[src/design/pidc_pkg.sv]
// Shared types, constants and fixed-point helpers of the PID controller.
package pidc_pkg;

    localparam int unsigned DataW  = 32;
    localparam int unsigned GainW  = 31;
    localparam int unsigned DtW    = 16;
    localparam int unsigned MulW   = 33;
    localparam int unsigned ProdW  = 2 * MulW;
    localparam int unsigned DvdW   = 48;
    localparam int unsigned OptW   = 7;
    localparam int unsigned IdxW   = 3;

    // Width of the taper region above full_rate_band, Q16.16.
    localparam logic [MulW-1:0] TaperBand = 33'd65536;

    // Register indexes on the configuration port.
    typedef enum logic [IdxW-1:0] {
        REG_PROP_GAIN   = 3'd0,
        REG_INTEG_GAIN  = 3'd1,
        REG_DERIV_GAIN  = 3'd2,
        REG_OUTPUT_MAX  = 3'd3,
        REG_INTEG_LIMIT = 3'd4,
        REG_DEAD_BAND   = 3'd5,
        REG_OPTION_BITS = 3'd6,
        REG_FULL_RATE   = 3'd7
    } reg_index_t;

    // Bits of option_bits.
    localparam int unsigned OptTrap    = 0;
    localparam int unsigned OptVarRate = 1;
    localparam int unsigned OptDMeas   = 2;
    localparam int unsigned OptILimit  = 4;
    localparam int unsigned OptPass    = 6;

    // Saturate a signed 34-bit value to the signed 32-bit range.
    function automatic logic signed [DataW-1:0] sat34(input logic signed [DataW+1:0] v);
        logic signed [DataW+1:0] hi;
        logic signed [DataW+1:0] lo;
        hi = 34'sh0_7FFF_FFFF;
        lo = -34'sh0_8000_0000;
        if (v > hi)
            return 32'sh7FFF_FFFF;
        else if (v < lo)
            return 32'sh8000_0000;
        else
            return v[DataW-1:0];
    endfunction

    // Product shifted right by 16 with floor rounding, saturated to 32 bits.
    function automatic logic signed [DataW-1:0] qsat(input logic signed [ProdW-1:0] prod);
        logic signed [ProdW-17:0] sh;
        logic signed [ProdW-17:0] hi;
        logic signed [ProdW-17:0] lo;
        sh = prod[ProdW-1:16];
        hi = 50'sh0_7FFF_FFFF;
        lo = -50'sh0_8000_0000;
        if (sh > hi)
            return 32'sh7FFF_FFFF;
        else if (sh < lo)
            return 32'sh8000_0000;
        else
            return sh[DataW-1:0];
    endfunction

endpackage

[src/design/pidc_mul.sv]
// Registered signed 33x33 multiplier shared by every product of the controller.
module pidc_mul (
    input  logic                                clk,
    input  logic signed [pidc_pkg::MulW-1:0]    op_a,
    input  logic signed [pidc_pkg::MulW-1:0]    op_b,
    output logic signed [pidc_pkg::ProdW-1:0]   prod
);
    import pidc_pkg::*;

    logic signed [ProdW-1:0] prod_reg;

    always_ff @(posedge clk)
    begin
        prod_reg <= op_a * op_b;
    end

    assign prod = prod_reg;

endmodule

[config.mk]
export PLATFORM = sky130hd
export DESIGN_NAME = pidc_mul
export DESIGN_NICKNAME = d
export VERILOG_FILES = /design/src/design/pidc_pkg.sv /design/src/design/pidc_mul.sv
export SDC_FILE = /design/constraint.sdc
export NUM_CORES = 2
export LEC_CHECK = 0
export ABC_CLOCK_PERIOD_IN_PS = 12300
export BUFFER_PORTS_ARGS = -buffer_cell sky130_fd_sc_hd__buf_2
export CAP_MARGIN = 20
export CORE_MARGIN = 2
export CORE_UTILIZATION = 30
export DETAILED_ROUTE_END_ITERATION = 10
export GPL_TIMING_DRIVEN = 0
export PLACE_DENSITY = 0.42
export SLEW_MARGIN = 25
export SYNTH_ARGS = -nofsm -noshare
export SYNTH_HDL_FRONTEND = slang
export SYNTH_SLANG_ARGS = --single-unit
[constraint.sdc]
create_clock -name clk -period 12.3 [get_ports clk]
set_input_delay 2.46 -clock clk [delete_from_list [all_inputs] [get_ports clk]]
set_output_delay 2.46 -clock clk [all_outputs]
set_load 0.005 [all_outputs]
# --- Yosys cells after proc, flatten, opt, wreduce, memory -nomap -nowiden ---
# Cells that the tools add are included.
totals:
  reg_bits: 66
  input_bits: 67
  out_inout_bits: 66
  elab_cells: 2
classes:
  multipliers: 1
op_table:
  columns: ["operator", "count"]
  rows:
  - ["33-bit by 33-bit multiplier with 66-bit output", 1]

# --- Depth between registers and ports, before layout ---
logic_depth:
  word_depth: 1
  ltp_mapped: 27
  depth_no_buf: 26

# --- Worst setup path before layout ---
# OpenSTA, ideal clock, no wires.
synth_timing:
  kind: "input-to-reg"
  start: "input op_a[32] in the netlist's numbering"
  end: "register prod_reg[62], in the netlist prod[62]"
  setup_ns: 0.079
  arrival_ns: 9.617
  required_ns: 12.221
  setup_slack_ns: 2.604
  stages: 23
  n_path_buf: 2
  path_cell_list: "clkbuf_1 > nand2_1 > inv_1 > fa_1 > fa_1 > fa_1 > fa_1 > fa_1 > fa_1 > fa_1 > inv_1 > fa_1 > inv_1 > ha_1 > clkbuf_1 > and3_1 > nand3_1 > nand2b_1 > a2111oi_4 > a211oi_4 > a21o_2 > a21o_1 > a211oi_2"
synth_between:
  elab_chain_len: 1
synth_lines:
  columns: ["element", "line", "source"]
  rows:
  - ["start: declaration", "pidc_mul.sv:4", "input logic signed [pidc_pkg::MulW-1:0] op_a,"]
  - ["33-bit by 33-bit multiplier with 66-bit output", "pidc_mul.sv:14", "prod_reg <= op_a * op_b;"]
  - ["end signal: assignment", "pidc_mul.sv:14", null]
  - ["end: declaration", "pidc_mul.sv:10", "logic signed [ProdW-1:0] prod_reg;"]
# No other way between the ends.

# --- Final worst setup path ---
layout_timing:
  start: "input op_b[6] in the netlist's numbering"
  end: "register prod_reg[58], in the netlist prod[58]"
layout_between:
  elab_chain_len: 1
layout_lines:
  columns: ["element", "line", "source"]
  rows:
  - ["start: declaration", "pidc_mul.sv:5", "input logic signed [pidc_pkg::MulW-1:0] op_b,"]
  - ["33-bit by 33-bit multiplier with 66-bit output", "pidc_mul.sv:14", null]
# No other way between the ends.

==> metrics.md <==
| Metric | Value |
|---|---|
| Result of the run | `finished, final reports clean` |
| Post-route ant nets | `0` |
| Num CTS Buffers | `9` |
| Top delay family on crit path | `adder cells` |
| Max-Cap Viols | `0` |
| P&R area growth vs syn | `8.42%` |
| Synth Area per Inst | `9.39 sq um` |
| Post-synth top area cell | `fa_1` |
| Drc violations | `0` |
| EDFF count, synth | `0` |
| Placed Instance Area | `43700 sq um` |
| Share of cells above drive strength 1 | `5.05%` |
| CTS tree | `yes` |
| DR vias | `29900` |
| Worst EP required | `12.60 ns` |
| Register area share after synthesis | `3.24%` |
| Longest Clk Path Bufs | `2` |
| Ys Warns | `0` |
| Routability cong. | `slightly below 1` |
| Gr ovfl total | `0` |
| Commonest non-fill, non-tap cell in the layout | `fa_1` |
| Buffers on Ports | `132` |
| CP peak stage delay | `0.94 ns` |
| Max frequency | `85.2 MHz` |
| Final min period | `11.73 ns` |
| Setup TNS Final | `0 ns` |
| Hold depth | `2` |
| H-tree levels | `3` |
| Final nets | `5916` |
| Ports | `133` |
| Slew Limit Fails | `0` |
| Gr usage total | `approximately a quarter` |
| Arrival time at the worst endpoint | `12.03 ns` |
| Syn nets | `~5800` |
| Initial Util | `30.1%` |
| Busiest grt layer | `met2` |
| Die Ht | `372 um` |
| Clk root buf | `clkbuf_16` |
| Top-area cell type share of the netlist area | `56.3%` |
| Cells after Synth | `approximately 4300` |
| Drt initial violations | `2226` |
| Ys async rst share | `0%` |
| CP Capture Type | `flip-flop` |
| DRT Pass-1 Iters | `7` |
| Post_cts resized | `0` |
| Clock transition at path regs | `0.08 ns` |
| CP startpoint kind | `input port` |
| Final setup viols | `0` |
| Worst-Margin Slew | `1.16 ns` |
| Die ar. | `139000 sq um` |
| Max reg flops | `66` |
| Core area | `roughly 140000 sq um` |
| M3 GR Usage | `under 10%` |
| Cell mode on critical path | `fa_1` |
| GR Layer Usage met1 | `33.9%` |
| Die width | `372 um` |
| Vias per cell | `4.76` |
| CP Max Fanout | `17` |
| Final hold vios | `0` |
| Cell Area, Synth | `40700 sq um` |
| Most frequent cells in the layout | `fa_1, inv_1, and2_1, nand2_1, ha_1` |
| Hold Crit Class | `input port to flip-flop` |
| Hold buffers post-CTS | `0` |
| Slew headroom | `between 20% and 30%` |
| CP max stage cell | `fa_2` |
| Post-route cell area | `between 40000 and 50000 sq um` |
| Pin count of the biggest net entering global routing | `25` |
| Distinct cells, synth | `80` |
| Hold_ws | `2.43 ns` |
| Period utilisation layout | `95.4%` |
| Worst hold endpoint | `prod[0]` |
| Post-CTS Repair Setup Buffers | `0` |
| Setup CP Type | `input port to flip-flop` |
| Flip-flop and latch count after synthesis | `66` |
| Worst path bufs/invs | `8` |
| Global-route met2 utilization | `39.9%` |
| Hold path start | `op_a[0]` |
| Wirelength per Cell | `26.5 um` |
| Main synth FF type | `dfxtp_1` |
| Initial antenna violation count | `42` |
| Routed wire length | `167000 um` |
| Core Rows | `135` |
| DPL Wire Length | `143000 um` |
| RSZ-0062 raised after global routing | `no` |
| Global-route wire length before repair | `242000 um` |
| Largest cells by area after synthesis | `fa_1, inv_1, and2_1` |
| CTS Sinks | `66` |
| Vias in the first global route | `32700` |
-- worst max path at each step --
| stage | start | end | cells after the start |
|---|---|---|---|
| 2_1_floorplan | op_a[32] | prod[62] | 23 |
| 3_3_place_gp | op_a[32] | prod[64] | 22 |
| 3_5_place_dp | op_a[32] | prod[58] | 23 |
| 4_1_cts | op_a[32] | prod[58] | 23 |
| 5_1_grt | op_b[6] | prod[58] | 26 |
| 6_report | op_b[6] | prod[58] | 26 |
-- final cells by class --
class	instances	area, sq um
Fill cell	14400	91000
Multi-Input combinational cell	2920	34300
Inverter	1131	4250
Tap cell	1781	2230
Sequential cell	66	1320
Buffer	221	876
Timing Repair Buffer	138	744
Clock buffer	10	239
Clock inverter	6	138
Antenna cell	16	40.0
-- cells in the mapped netlist (all sizes together), types with 3 or more instances --
master	n
a211o	6
a211oi	11
a21boi	3
a21o	38
a21oi	61
a221oi	3
a31oi	9
and2	563
and3	6
and4	5
buf	13
clkbuf	208
dfxtp	66
fa	1145
ha	217
inv	1131
nand2	551
nand2b	12
nand3	26
nand4	12
nor2	68
nor2b	5
nor3	7
nor4	3
o211ai	5
o21a	6
o21ai	33
o21bai	11
o31ai	7
or2	3
or3	3
xnor2	43
xor2	25
-- logic make-up after synthesis --
logic type | synth area share (%)
buf+inv | 12.5
fa+ha+maj | 62.9
compound gates | 4.07
simple gates | 15.8
xor+xnor | 1.46
flops | 3.24
-- through the flow --
step	worst slack [ns]	utilization [%]	std cells
after global placement	-0.749	32.3	6251
after global routing	0.328	32.7	6274
final	0.569	32.7	6289
after floorplan	2.60	-	4338
after detailed placement	0.0528	32.3	6255
after CTS	0.504	32.6	6271
-- per-layer routing --
layer,part of all wire [%],wire length (um)
met1,41,68800
met2,46,76600
met3,8.6,14300
met4,4.2,7010
met5,0.095,158
Power is not shown: default switching activity piles up to over one toggle a cycle in this logic, so the estimate is an artifact.
