<file path="config.mk">
export PLATFORM = sky130hd
export DESIGN_NAME = pidc_div
export DESIGN_NICKNAME = d
export VERILOG_FILES = /design/src/design/pidc_pkg.sv /design/src/design/pidc_div.sv
export SDC_FILE = /design/constraint.sdc
export NUM_CORES = 1
export LEC_CHECK = 0
export BUFFER_PORTS_ARGS = -buffer_cell sky130_fd_sc_hd__clkbuf_2
export CAP_MARGIN = 20
export CORE_MARGIN = 2
export CORE_UTILIZATION = 45
export DETAILED_ROUTE_END_ITERATION = 12
export PLACE_DENSITY = 0.67
export SLEW_MARGIN = 20
export SYNTH_ARGS = -nofsm -noshare
export SYNTH_HDL_FRONTEND = slang
export SYNTH_SLANG_ARGS = --single-unit
</file>
<file path="constraint.sdc">
create_clock -name clk -period 6.95 [get_ports clk]
set_input_delay 1.7375 -clock clk [delete_from_list [all_inputs] [get_ports clk]]
set_output_delay 1.7375 -clock clk [all_outputs]
set_load 0.05 [all_outputs]
</file>
<file path="src/design/pidc_pkg.sv">
// Shared types, constants and fixed-point helpers of the PID controller.
package pidc_pkg;

    localparam int unsigned DataW  = 32;
    localparam int unsigned GainW  = 31;
    localparam int unsigned DtW    = 16;
    localparam int unsigned MulW   = 33;
    localparam int unsigned ProdW  = 2 * MulW;
    localparam int unsigned DvdW   = 48;
    localparam int unsigned OptW   = 7;
    localparam int unsigned IdxW   = 3;

    // Width of the taper region above full_rate_band, Q16.16.
    localparam logic [MulW-1:0] TaperBand = 33'd65536;

    // Register indexes on the configuration port.
    typedef enum logic [IdxW-1:0] {
        REG_PROP_GAIN   = 3'd0,
        REG_INTEG_GAIN  = 3'd1,
        REG_DERIV_GAIN  = 3'd2,
        REG_OUTPUT_MAX  = 3'd3,
        REG_INTEG_LIMIT = 3'd4,
        REG_DEAD_BAND   = 3'd5,
        REG_OPTION_BITS = 3'd6,
        REG_FULL_RATE   = 3'd7
    } reg_index_t;

    // Bits of option_bits.
    localparam int unsigned OptTrap    = 0;
    localparam int unsigned OptVarRate = 1;
    localparam int unsigned OptDMeas   = 2;
    localparam int unsigned OptILimit  = 4;
    localparam int unsigned OptPass    = 6;

    // Saturate a signed 34-bit value to the signed 32-bit range.
    function automatic logic signed [DataW-1:0] sat34(input logic signed [DataW+1:0] v);
        logic signed [DataW+1:0] hi;
        logic signed [DataW+1:0] lo;
        hi = 34'sh0_7FFF_FFFF;
        lo = -34'sh0_8000_0000;
        if (v > hi)
            return 32'sh7FFF_FFFF;
        else if (v < lo)
            return 32'sh8000_0000;
        else
            return v[DataW-1:0];
    endfunction

    // Product shifted right by 16 with floor rounding, saturated to 32 bits.
    function automatic logic signed [DataW-1:0] qsat(input logic signed [ProdW-1:0] prod);
        logic signed [ProdW-17:0] sh;
        logic signed [ProdW-17:0] hi;
        logic signed [ProdW-17:0] lo;
        sh = prod[ProdW-1:16];
        hi = 50'sh0_7FFF_FFFF;
        lo = -50'sh0_8000_0000;
        if (sh > hi)
            return 32'sh7FFF_FFFF;
        else if (sh < lo)
            return 32'sh8000_0000;
        else
            return sh[DataW-1:0];
    endfunction

endpackage

</file>
<file path="src/design/pidc_div.sv">
// Restoring divider, one quotient bit per cycle, unsigned 48 by 31 bits.
module pidc_div (
    input  logic                            clk,
    input  logic                            rst_n,
    input  logic                            start,
    input  logic [pidc_pkg::DvdW-1:0]       dividend,
    input  logic [pidc_pkg::GainW-1:0]      divisor,
    output logic                            done,
    output logic [pidc_pkg::DvdW-1:0]       quotient
);
    import pidc_pkg::*;

    logic [DvdW-1:0]  quo_reg, quo_next;
    logic [GainW:0]   rem_reg, rem_next;
    logic [GainW-1:0] dsr_reg, dsr_next;
    logic [5:0]       cnt_reg, cnt_next;
    logic             busy_reg, busy_next;
    logic             done_reg, done_next;
    logic [GainW+1:0] trial;

    always_comb
    begin
        quo_next  = quo_reg;
        rem_next  = rem_reg;
        dsr_next  = dsr_reg;
        cnt_next  = cnt_reg;
        busy_next = busy_reg;
        done_next = 1'b0;
        trial     = {rem_reg, quo_reg[DvdW-1]} - {2'b00, dsr_reg};
        if (start)
        begin
            quo_next  = dividend;
            rem_next  = '0;
            dsr_next  = divisor;
            cnt_next  = 6'(DvdW);
            busy_next = 1'b1;
        end
        else if (busy_reg)
        begin
            // shift in the next dividend bit and subtract when it fits
            if (!trial[GainW+1])
            begin
                rem_next = trial[GainW:0];
                quo_next = {quo_reg[DvdW-2:0], 1'b1};
            end
            else
            begin
                rem_next = {rem_reg[GainW-1:0], quo_reg[DvdW-1]};
                quo_next = {quo_reg[DvdW-2:0], 1'b0};
            end
            cnt_next = cnt_reg - 6'd1;
            if (cnt_reg == 6'd1)
            begin
                busy_next = 1'b0;
                done_next = 1'b1;
            end
        end
    end

    always_ff @(posedge clk or negedge rst_n)
    begin
        if (!rst_n)
        begin
            busy_reg <= 1'b0;
            done_reg <= 1'b0;
            cnt_reg  <= '0;
        end
        else
        begin
            busy_reg <= busy_next;
            done_reg <= done_next;
            cnt_reg  <= cnt_next;
        end
    end

    always_ff @(posedge clk)
    begin
        quo_reg <= quo_next;
        rem_reg <= rem_next;
        dsr_reg <= dsr_next;
    end

    assign done     = done_reg;
    assign quotient = quo_reg;

endmodule

</file>
* Yosys cells after proc, flatten, opt, wreduce, memory -nomap -nowiden *
Index checks and enable logic that the tools add are counted.

operators by class
  shift-type cells = 0
  eq/ne operators = 1
  mux-type cells = 12
  multiply operators = 0
  $lt $le $gt $ge = 0
  div/mod/pow operators = 0
  add/sub/neg operators = 2
  bitwise operators = 0
  reduce and logical (&&, ||, !) cells = 1

operators with widths
  operator                                                             number
  48-bit two-way mux                                                   2
  33-bit by 31-bit subtractor with 33-bit output                       1
  32-bit two-way mux                                                   1
  6-bit two-way mux                                                    2
  1-bit two-way mux                                                    7
  6-bit by 1-bit == test with 1-bit output (second input constant)     1
  6-bit by 1-bit subtractor with 6-bit output (second input constant)  1
  2-bit nonzero test                                                   1

storage, ports and cells
  bits in latches = 0
  logic and storage cells = 22
  output and inout bits = 49
  ROM bits = 0
  memories kept = 0
  register bits after elaboration = 119
  input bits = 82
  bits in writable memories = 0

* Longest topological paths before layout *
  depth in word-level cells = 4
  depth in mapped cells = 12
  gate-level depth less buffers = 11

* Worst setup path before layout *
Ideal clock, no wire load.

  path type = input -> register
  start point = input port start
  end point = register quo_reg[0] (netlist: quotient[0]), enable pin
  required time = 6.547 ns
  stages = 4
  arrival time = 3.350 ns
  path slack = 3.197 ns
  path buffers = 2
  library setup time = 0.403 ns
  cell sequence = clkbuf_1 > clkbuf_1 > nor2_1 > inv_1

on the way
  longest elaborated chain between the ends = 1

RTL lines
  what                          line            text
  start: declaration            pidc_div.sv:5   input logic start,
  2-bit nonzero test (no line)  n/a
  end signal: assignment        pidc_div.sv:78  quo_reg <= quo_next;
  end: declaration              pidc_div.sv:13  logic [DvdW-1:0] quo_reg, quo_next;

No other way between the ends.
A chain may end at the register's enable or synchronous reset.

* Worst setup path in the final report *
  start point = register dsr_reg[15]
  end point = register rem_reg[26]

on the way
  longest elaborated chain between the ends = 2

RTL lines
  what                                            line            text
  start: declaration                              pidc_div.sv:15  logic [GainW-1:0] dsr_reg, dsr_next;
  start signal: assignment                        pidc_div.sv:80  dsr_reg <= dsr_next;
  33-bit by 31-bit subtractor with 33-bit output  pidc_div.sv:29  trial = {rem_reg, quo_reg[DvdW-1]} - {2'b00, dsr_reg};
  32-bit two-way mux                              pidc_div.sv:41  if (!trial[GainW+1])
  end signal: assignment                          pidc_div.sv:79  rem_reg <= rem_next;
  end: declaration                                pidc_div.sv:14  logic [GainW:0] rem_reg, rem_next;

No other way between the ends.

==> flow_summary.json <==
{
  "globalRouteOverflowTotal": 0,
  "syn_to_final_growth_pct": 19.9,
  "cts_hold_buf": 0,
  "power_per_cell_area_mw_per_mm2": 250,
  "path_buf_inv": 1,
  "cts_setup_buffers": 0,
  "maxCapViolCount": 0,
  "drtAntennaViolNets": 0,
  "synthesis.area_mm2": 0.00699,
  "numCtsBuffers": 17,
  "largest_reg_flops": 48,
  "setup-tns-final_ns": 0,
  "nFillCells": 1343,
  "rsz0062_at_grt": "no",
  "relSlewSlack_pct": 30.3,
  "num_antenna_cells": 0,
  "seqCellArea_mm2": 0.00321,
  "pre_cts_ws_ns": 3.17,
  "fin_worst_skew_ns": 0.00825,
  "dieArea_mm2": 0.0165,
  "vias": 5662,
  "clkTransAtPathRegs_ns": 0.06,
  "die_x_um": 129,
  "ys_seq_area_share_pct": 46.0,
  "drt_first_pass_iters": 5,
  "grt_pass1_wl_um": 27600,
  "rows": 45,
  "track_usage_pct": 21.0,
  "ys.flop_type": "edfxtp_1",
  "io_buffers": 130,
  "slowest_stage": "a21oi_4",
  "path_class": "flop to flop",
  "ys_seq_elements": 119,
  "cp-end-kind": "flop",
  "synth_nets": 788,
  "yosys.area.top_type": "edfxtp_1",
  "fin_crit_ns": 3.59,
  "fin_total_pwr_mw": 2.09,
  "nets": 908,
  "start_util_pct": 46.0,
  "status": "completed",
  "min_period_over_period_pct": 51.6,
  "final_core_util_pct": 55.1,
  "cts_tree": "yes",
  "syn_inst": 672,
  "async_flop_share_pct": 6.72,
  "drt-initial-drc-count": 361,
  "post_cts_resized": 0,
  "synth_edf_count": 79,
  "fmax_mhz": 279,
  "synth.avg_cell_area_um2": 10.4,
  "grt_pass1_vias": 5695,
  "core_area_mm2": 0.0152,
  "hp-class": "flop to flop",
  "required_ns": 7.28,
  "cp.arrival_ns": 3.92,
  "drc": 0,
  "vias_per_cell": 5.70,
  "crit_fanout": 27,
  "die_y_um": 129,
  "cts-root-buf": "clkbuf_16",
  "cp_top_family": "compound AO/OA/AOI/OAI gates",
  "ys_warn_count": 0,
  "cpPeakStageDelay_ns": 0.81,
  "htree_levels": 4,
  "cts.sinks": 119,
  "drive_above_1_share_pct": 31.1,
  "synth_cell_types": 67,
  "irDropWorstVdd_uv": 177,
  "fin_ws_ns": 3.36,
  "synth_top_area_share_pct": 33.9,
  "multi_input_area_mm2": 0.00344,
  "clk_latency_ns": 0.42,
  "synthTopCellsByArea": "edfxtp_1 34%, dfxtp_1 9.2%, mux2_2 7.6%",
  "routabilityCongestion": 0.887,
  "routedWlPerCell_um": 16.8,
  "antenna_found_initial": 0,
  "tightest_slew_ns": 1.04,
  "wl_um": 16700,
  "grt_max_degree": 85,
  "io_pins": 131,
  "finalSetupViolCount": 0,
  "clockBufferDepth": 2,
  "leakagePower_nw": 3.56,
  "crit_chain": "inv_1 > ha_1 > a21oi_1 > o211ai_1 > a31oi_1 > nor2_1 > or3_1 > a21oi_4 > o21ai_0 > a311oi_1",
  "hold_violations": 0,
  "dpl.hpwl_um": 11600,
  "start_kind": "flop",
  "maxSlewViolCount": 0
}
placed cells by master, fill, tap and decap left out, drive strengths merged, types with 10 or more instances in the layout:
cell | netlist | routed
a211oi | 15 | 15
a21oi | 37 | 37
a311oi | 22 | 22
clkbuf | 21 | 146
dfxtp | 32 | 32
edfxtp | 79 | 79
ha | 33 | 33
inv | 47 | 54
mux2 | 47 | 47
nand2 | 37 | 37
nand2b | 12 | 12
nand3 | 31 | 31
nand4 | 11 | 11
nor2 | 55 | 55
o21ai | 48 | 48
xnor2 | 16 | 16
xor2 | 10 | 10
cell families (layout without fill, tap and decap cells):
kind of cell / count (synthesis) / after routing / synth area share [%]
muxes: 47 / 47 / 7.57
buffers and inverters: 81 / 214 / 4.83
and+or+nand+nor: 190 / 190 / 13.7
DFF: 119 / 119 / 46.0
AOI/OAI and AO/OA: 175 / 175 / 18.5
xor gates and xnor gates: 26 / 26 / 3.26
adders and majority gates: 34 / 34 / 6.20
per-stage QoR:
stage          instance area (um2)  hold slack (ns)  std cells
6_report                      8380            0.501        993
5_1_grt                       8380            0.527        993
4_1_cts                       8380            0.497        993
3_5_place_dp                  7760            0.481        961
3_3_place_gp                  7760            0.484        961
2_1_floorplan                 6990            0.447        672
synthesized netlist by cell type, drive strengths merged, types with 3 or more instances:
| library cell | count |
|---|---|
| a2111oi | 3 |
| a211o | 3 |
| a211oi | 15 |
| a21o | 9 |
| a21oi | 37 |
| a311oi | 22 |
| a31oi | 8 |
| and2 | 4 |
| and3 | 8 |
| buf | 13 |
| clkbuf | 21 |
| dfrtp | 8 |
| dfxtp | 32 |
| edfxtp | 79 |
| ha | 33 |
| inv | 47 |
| mux2 | 47 |
| nand2 | 37 |
| nand2b | 12 |
| nand3 | 31 |
| nand4 | 11 |
| nor2 | 55 |
| nor2b | 4 |
| nor3 | 8 |
| nor3b | 3 |
| o211ai | 9 |
| o21ai | 48 |
| o21bai | 3 |
| o31ai | 4 |
| or3 | 4 |
| xnor2 | 16 |
| xor2 | 10 |
power by group:
group          leakage (nW)  switching, mW  internal [mW]  total, mW
sequential             1.16         0.0306          0.816      0.847
combinational          2.09          0.217          0.109      0.327
clock                 0.304          0.347          0.573      0.920
total                  3.56          0.595           1.50       2.09
per-layer routing:
layer	track usage [%]	share of wire, %	vias to the layer above
met5	0	0	-
met4	9.08	2.5	0
met3	6.03	6.5	35
met2	33.6	47	196
met1	26.9	44	2670
li1	-	-	2761
final timing paths:
kind / endpoint / depth (start not counted) / slack [ns] / start
max in group asynchronous: busy_reg / 1 / 5.59 / rst_n
worst max register to register: rem_reg[26] / 10 / 3.36 / dsr_reg[15]
worst min register to register: rem_reg[1] / 2 / 0.50 / rem_reg[1]
min in group asynchronous: cnt_reg[0] / 1 / 1.15 / rst_n
worst max-delay path: rem_reg[26] / 10 / 3.36 / dsr_reg[15]
worst min-delay path: rem_reg[1] / 2 / 0.50 / rem_reg[1]
worst reg2reg max path, cell delays in order, from the launching register on:
cell and delay [ns]:
edfxtp_1 0.32, inv_1 0.04, ha_1 0.36, a21oi_1 0.37, o211ai_1 0.15, a31oi_1 0.27
nor2_1 0.17, or3_1 0.48, a21oi_4 0.81, o21ai_0 0.23, a311oi_1 0.29
final cells by class:
cell class	count	area share (%)
Timing Repair Buffer	135	8.24
Multi-Input combinational cell	472	41.1
Sequential cell	119	38.4
Clock buffer	17	5.08
Tap cell	188	2.81
Clock inverter	15	2.28
Inverter	47	2.11
Power figures use the tool's default switching activity.
